==> src/sv/csi_pkg.sv <==
// Shared types, widths and helpers for the coherent Stokes integrator.
// Used by every module of the block except csi_ram; no dependencies.
`default_nettype none
package csi_pkg;

   localparam int MAX_SAMPLES     = 1024;
   localparam int SAMPLE_BITS     = 16;
   localparam int MAX_INTEGRATION = 64;

   localparam int SLOT_W = $clog2(MAX_SAMPLES);
   localparam int WIN_W  = $clog2(MAX_INTEGRATION);
   localparam int TI_W   = 7;
   localparam int SPB_W  = 11;
   localparam int CSR_W  = 11;

   localparam int PROD_W = 2 * SAMPLE_BITS;
   localparam int VAL_W  = PROD_W + 2;

   localparam int I_W = 45;
   localparam int Q_W = 45;
   localparam int U_W = 46;
   localparam int V_W = 46;

   localparam int FIFO_DEPTH = 4;
   localparam int FIFO_AW    = $clog2(FIFO_DEPTH);
   localparam int FIFO_CW    = $clog2(FIFO_DEPTH + 1);

   typedef enum logic [1:0] {
      CSR_ALL_STOKES  = 2'd0,
      CSR_TIME_INTEG  = 2'd1,
      CSR_CHAN_INTEG  = 2'd2,
      CSR_SAMPLES_BLK = 2'd3
   } csr_index_type;

   typedef logic signed [SAMPLE_BITS-1:0] sample_type;

   // per-item control decided at acceptance
   typedef struct packed {
      logic [SLOT_W-1:0] slot;
      logic              first;
      logic              emit;
      logic              done;
   } ctl_type;

   typedef struct packed {
      logic [I_W-1:0]        i;
      logic signed [Q_W-1:0] q;
      logic signed [U_W-1:0] u;
      logic signed [V_W-1:0] v;
   } sums_type;

   localparam int SUMS_W = $bits(sums_type);

   typedef struct packed {
      sums_type          sums;
      logic [SLOT_W-1:0] slot;
      logic              done;
   } result_type;

   function automatic logic [TI_W-1:0] clamp_integ(input logic [TI_W-1:0] v);
      logic [TI_W-1:0] r;
      r = v;
      if (v == '0) begin
         r = TI_W'(1);
      end else if (v > TI_W'(MAX_INTEGRATION)) begin
         r = TI_W'(MAX_INTEGRATION);
      end
      return r;
   endfunction

   function automatic logic [SPB_W-1:0] clamp_block(input logic [SPB_W-1:0] v);
      logic [SPB_W-1:0] r;
      r = v;
      if (v == '0) begin
         r = SPB_W'(1);
      end else if (v > SPB_W'(MAX_SAMPLES)) begin
         r = SPB_W'(MAX_SAMPLES);
      end
      return r;
   endfunction

endpackage
`default_nettype wire

==> src/sv/csi_ctrl.sv <==
// Configuration registers and time/window/channel position counters.
// Produces the per-item control word. Depends on csi_pkg.
`default_nettype none
module csi_ctrl (
   input  wire logic                         clock,
   input  wire logic                         reset,
   input  wire logic                         csr_wr_en,
   input  wire logic [1:0]                   csr_index,
   input  wire logic [csi_pkg::CSR_W-1:0]    csr_wdata,
   input  wire logic                         accept,
   output csi_pkg::ctl_type                  ctl,
   output logic                              all_stokes
);
   import csi_pkg::*;

   logic              all_stokes_ff;
   logic [TI_W-1:0]   ti_ff;
   logic [TI_W-1:0]   ci_ff;
   logic [SPB_W-1:0]  spb_ff;

   logic [SLOT_W-1:0] time_pos_ff, time_pos_in;
   logic [WIN_W-1:0]  win_pos_ff, win_pos_in;
   logic [WIN_W-1:0]  chan_ff, chan_in;
   logic [SLOT_W-1:0] slot_ff, slot_in;

   logic [TI_W-1:0]   ti_eff, ci_eff;
   logic [SPB_W-1:0]  spb_eff;
   logic              block_end, win_end, grp_end;

   always_ff @(posedge clock) begin
      if (reset) begin
         all_stokes_ff <= 1'b1;
         ti_ff         <= TI_W'(1);
         ci_ff         <= TI_W'(1);
         spb_ff        <= SPB_W'(MAX_SAMPLES);
      end else if (csr_wr_en) begin
         case (csr_index_type'(csr_index))
            CSR_ALL_STOKES:  all_stokes_ff <= csr_wdata[0];
            CSR_TIME_INTEG:  ti_ff         <= csr_wdata[TI_W-1:0];
            CSR_CHAN_INTEG:  ci_ff         <= csr_wdata[TI_W-1:0];
            CSR_SAMPLES_BLK: spb_ff        <= csr_wdata[SPB_W-1:0];
            default:         ;
         endcase
      end
   end

   always_comb begin
      ti_eff    = clamp_integ(ti_ff);
      ci_eff    = clamp_integ(ci_ff);
      spb_eff   = clamp_block(spb_ff);
      block_end = (SPB_W'(time_pos_ff) + SPB_W'(1)) >= spb_eff;
      win_end   = block_end || ((TI_W'(win_pos_ff) + TI_W'(1)) >= ti_eff);
      grp_end   = (TI_W'(chan_ff) + TI_W'(1)) >= ci_eff;
   end

   always_comb begin
      time_pos_in = time_pos_ff;
      win_pos_in  = win_pos_ff;
      chan_in     = chan_ff;
      slot_in     = slot_ff;
      if (csr_wr_en) begin
         time_pos_in = '0;
         win_pos_in  = '0;
         chan_in     = '0;
         slot_in     = '0;
      end else if (accept) begin
         if (block_end) begin
            time_pos_in = '0;
            win_pos_in  = '0;
            slot_in     = '0;
            chan_in     = grp_end ? '0 : chan_ff + WIN_W'(1);
         end else begin
            time_pos_in = time_pos_ff + SLOT_W'(1);
            win_pos_in  = win_end ? '0 : win_pos_ff + WIN_W'(1);
            slot_in     = win_end ? slot_ff + SLOT_W'(1) : slot_ff;
         end
      end
   end

   always_ff @(posedge clock) begin
      if (reset) begin
         time_pos_ff <= '0;
         win_pos_ff  <= '0;
         chan_ff     <= '0;
         slot_ff     <= '0;
      end else begin
         time_pos_ff <= time_pos_in;
         win_pos_ff  <= win_pos_in;
         chan_ff     <= chan_in;
         slot_ff     <= slot_in;
      end
   end

   always_comb begin
      ctl.slot   = slot_ff;
      ctl.first  = (chan_ff == '0) && (win_pos_ff == '0);
      ctl.emit   = win_end && grp_end;
      ctl.done   = block_end;
      all_stokes = all_stokes_ff;
   end

endmodule
`default_nettype wire

==> config.mk <==
export PLATFORM = sky130hd
export DESIGN_NAME = csi_ctrl
export DESIGN_NICKNAME = d
export VERILOG_FILES = /design/src/sv/csi_pkg.sv /design/src/sv/csi_ctrl.sv
export SDC_FILE = /design/constraint.sdc
export NUM_CORES = 1
export LEC_CHECK = 0
export BUFFER_PORTS_ARGS = -buffer_cell sky130_fd_sc_hd__buf_4
export CORE_UTILIZATION = 54
export CTS_CLUSTER_SIZE = 20
export DETAILED_ROUTE_END_ITERATION = 10
export PLACE_DENSITY = 0.85
export SLEW_MARGIN = 5
export SYNTH_ARGS = -nofsm -noshare
export SYNTH_HDL_FRONTEND = slang
export SYNTH_SLANG_ARGS = --single-unit
==> constraint.sdc <==
create_clock -name clock -period 2.96 [get_ports clock]
set_input_delay 0.592 -clock clock [delete_from_list [all_inputs] [get_ports clock]]
set_output_delay 0.592 -clock clock [all_outputs]
set_load 0.02 [all_outputs]
# Word level (Yosys, flattened, before mapping)
# Cells that the tools add are included.
# op_classes
add_sub_neg	7
n_lt_le_gt_ge	6
eq_ne	3
mux	12
n_reduce_logical	17
# op_table
operator	count
2-to-1 mux 10 bit	3
2-to-1 mux 7 bit	4
2-to-1 mux 11 bit	2
adder 10 x 1 -> 10 bit (second input constant)	2
2-to-1 mux 6 bit	3
adder 6 x 1 -> 7 bit (second input constant)	2
greater-or-equal comparator 7 bit	2
> comparator 7 bit (second input constant)	2
zero test 7 bit	2
adder 6 x 1 -> 6 bit (second input constant)	2
zero test 6 bit	2
AND reduction 2 bit	6
adder 10 x 1 -> 11 bit (second input constant)	1
greater-or-equal comparator 11 bit	1
> comparator 11 bit (second input constant)	1
zero test 11 bit	1
== test 2 bit (second input constant)	2
== test 2 x 1 -> 1 bit (second input constant)	1
logical AND 1 bit	2
zero test 2 bit	1
nonzero test 2 bit	1
OR reduction 2 bit	1
logical OR 1 bit	1
# word_totals
reg_bits	58
out_inout_bits	14
elab_cells	53

# Depth between registers and ports, before layout
# logic_depth
ltp_word	7
ltp_mapped	14

# Worst setup path before layout
# OpenSTA, ideal clock, no wires.
# synth_timing
path_type	register -> output
start	register time_pos_ff[2]
end	output port ctl[1] (netlist name)
arrival_ns	2.535
slack_ns	-0.167
stages_incl_launch_ff	13
path_cell_list	dfxtp_1 -> and3_1 -> and3_1 -> and3_1 -> buf_6 -> nand3_1 -> xnor2_1 -> ha_1 -> and4_2 -> clkbuf_1 -> a211oi_4 -> buf_6 -> nor2_1
# synth_rtl
item	line	source
from (decl)	csi_ctrl.sv:21	logic [SLOT_W-1:0] time_pos_ff, time_pos_in;
from (signal assigned)	csi_ctrl.sv:87	time_pos_ff <= time_pos_in;
to (decl)	csi_ctrl.sv:11	output csi_pkg::ctl_type ctl,

==> out/qor.yml <==
r2r-start: "time_pos_ff[3]"
setup_violations: 2
p_total_mw: 1.80
grt_pass1_wl_mm: 14.6
hold_end: "spb_ff[10]"
cts_sinks: 58
syn_nets: 461
relSlewSlack_pct: 55.8
p_per_area_nw_per_um2: 419
cap_viol_max_count: 0
rr_endpoint: "slot_ff[7]"
clockBufferDepth: 2
viasPerCell: 6.00
cts_max_level: 3
p_leak_nw: 1.81
ant_nets: 0
path_clk_slew_ns: 0.07
seq_area_frac_synth_pct: 34.0
cts_tree: "done"
ys_types: 50
drt-initial-drc-count: 163
port-buffer-count: 30
p_switching_mw: 0.494
place_congestion: 0.854
peakVddDrop_mv: 0.389
grt_max_degree: 29
ys_ff_latch: 58
synth_edf_count: 0
grt_pass1_vias: 3209
ctsHoldBuffers: 0
overflow: 0
cts_made_buffers: 9
syn_to_final_growth_pct: 25.8
hold-path-cell-count: 2
regToRegSetupSlack_ns: 0.12
nFillCells: 456
ff_latch_area_sq_um: 1190
p_comb_share_pct: 13.6
hold_viol: 0
avgSynthCellArea_sq_um: 8.26
rsz0062_at_grt: "yes"
core.rowCount: 28
setup_ws_ns: -0.371
dp.final_hpwl_mm: 5.76
worstPathArrival_ns: 2.74
p_clk_share_pct: 41.6
pin_count: 31
die_h_um: 81.5
async_reset_ff_share_pct: 0
slew_violations: 0
drive_gt1_share_pct: 28.1
syn-cell-area_sq_um: 3410
synth_ff_type: "dfxtp_1"
layout_common_cells: "nand2_1, buf_4, dfxtp_1"
p_int_mw: 1.31
post-route-period-util_pct: 113
wirelength_mm: 8.96
swShare_pct: 27.4
critical_path_peak_fanout: 4
diodes: 0
hp-start: "csr_wdata[10]"
fp.dieW_um: 81.5
grt_use_total_pct: 29.1
first_pass_iters: 4
cp-end-kind: "primary output"
critical_path_required_ns: 2.37
layout_commonest_cell: "nand2_1"
violations: "negative setup slack"
core_sq_um: 6030
period_needed_ns: 3.33
placed_area_sq_um: 3740
dieArea_sq_um: 6640
multiInputGateArea_sq_um: 2270
nNetsFinal: 517
fmax_ghz: 0.300
setup.worst_path.class: "reg2out"
design_area_sq_um: 4290
critPathLaunchType: "flop"
hp-class: "in2reg"
synthCells: 413
drcViolationCount: 0
ff2ff_path_depth: 12
seqPwrFrac_pct: 44.8
drt-wirelength-per-cell_um: 16.3
yosysWarnings: 0
num_vias: 3293
status: "complete, but fails checks"
cts_root_buffer: "clkbuf_8"
pre_cts_ws_ns: -0.00169
tightest_slew_ns: 0.660
worst_clock_skew_ns: 0.00993
antenna_found_initial: 0
insertion_delay_ns: 0.35
start_util_pct: 56.6
## worst max-delay path: stages, from the launching register on
cell	delay, ns
dfxtp_4	0.37
ha_4	0.15
nand3_4	0.09
xnor2_2	0.15
ha_1	0.32
a21o_1	0.17
a221o_1	0.33
a41o_1	0.29
a211oi_4	0.31
nor2_2	0.08
buf_6	0.14
## worst max-delay path by stage
stage                    from  endpoint  slack (ns)  cells after the start
2_1_floorplan  time_pos_ff[4]    ctl[1]        0.01                     12
4_1_cts             spb_ff[9]    ctl[1]       -0.20                     10
3_5_place_dp   time_pos_ff[4]    ctl[0]      -0.002                     11
5_1_grt         win_pos_ff[1]    ctl[1]       -0.44                     10
3_3_place_gp    win_pos_ff[1]    ctl[1]        0.08                     10
6_report        win_pos_ff[1]    ctl[1]       -0.37                     10
## sequential cells by signal, summed over array words and instances, names as in the netlist
name and flops:
chan_ff 6, ci_ff 7, ti_ff 7, all_stokes 1, time_pos_ff 10, win_pos_ff 6, slot_ff 10, spb_ff 11
## metal layers
metal,global-route usage [%],routed length [um],part of all wire [%],up-vias
met5,0,0,0,-
met4,13.6,267,3.0,0
met3,8.00,484,5.4,32
met2,51.4,4560,51,113
met1,32.2,3650,41,1559
li1,-,-,-,1589
## synthesized netlist by cell type (all sizes together) (6+ instances only)
cell type | instances | share of area [%]
nand2 | 77 | 8.5
dfxtp | 58 | 34
nor2 | 37 | 4.1
a21oi | 34 | 5.3
ha | 31 | 11
nand3 | 19 | 2.8
a31oi | 18 | 3.3
clkbuf | 13 | 1.8
mux2i | 12 | 3.5
inv | 11 | 1.2
o21ai | 10 | 1.5
xnor2 | 8 | 2.1
xor2 | 8 | 2.1
a22o | 7 | 2.0
a211o | 6 | 1.5
and3 | 6 | 1.1
buf | 6 | 1.5
## stage by stage
step	util, %	hold slack (ns)	setup TNS [ns]	std cells
final	71.3	0.461	-0.540	549
after global routing	71.3	0.467	-0.695	549
after CTS	69.4	0.455	-0.327	542
after detailed placement	62.1	0.467	-0.00169	513
after global placement	62.1	0.453	0	513
after floorplan	-	0.436	0	413
## logic make-up (layout without fill, tap and decap cells)
kind of cell / count (synthesis) / in the layout / synth area share [%]
compound gates: 94 / 94 / 19.5
xor+xnor: 16 / 16 / 4.11
fa+ha+maj: 31 / 31 / 11.4
buf+inv: 30 / 91 / 4.47
flops: 58 / 58 / 34.0
mux: 13 / 13 / 3.85
simple gates: 171 / 171 / 22.7
## what timing repair did
action,CTS,global route
cloned,0,0
buffers inserted,13,7
gates resized for setup,36,12
pin swaps,17,10
setup endpoints to repair,3,5
## power by group through the flow
stage          registers [mW]  logic [mW]  clock network, mW
2_1_floorplan           0.825       0.145                  0
3_3_place_gp            0.826       0.209                  0
3_5_place_dp            0.826       0.217                  0
4_1_cts                 0.808       0.233              0.757
5_1_grt                 0.807       0.265              0.799
6_report                0.805       0.245              0.749
## final cells by class
cell class,instances,area share (%)
clock buffer,10,3.21
clock inverter,6,1.54
inverter,11,0.962
multi-input combinational,325,52.8
sequential,58,27.7
tap,75,2.19
timing repair buffer,64,11.6
Note: power is estimated with default switching activity, not from simulation.
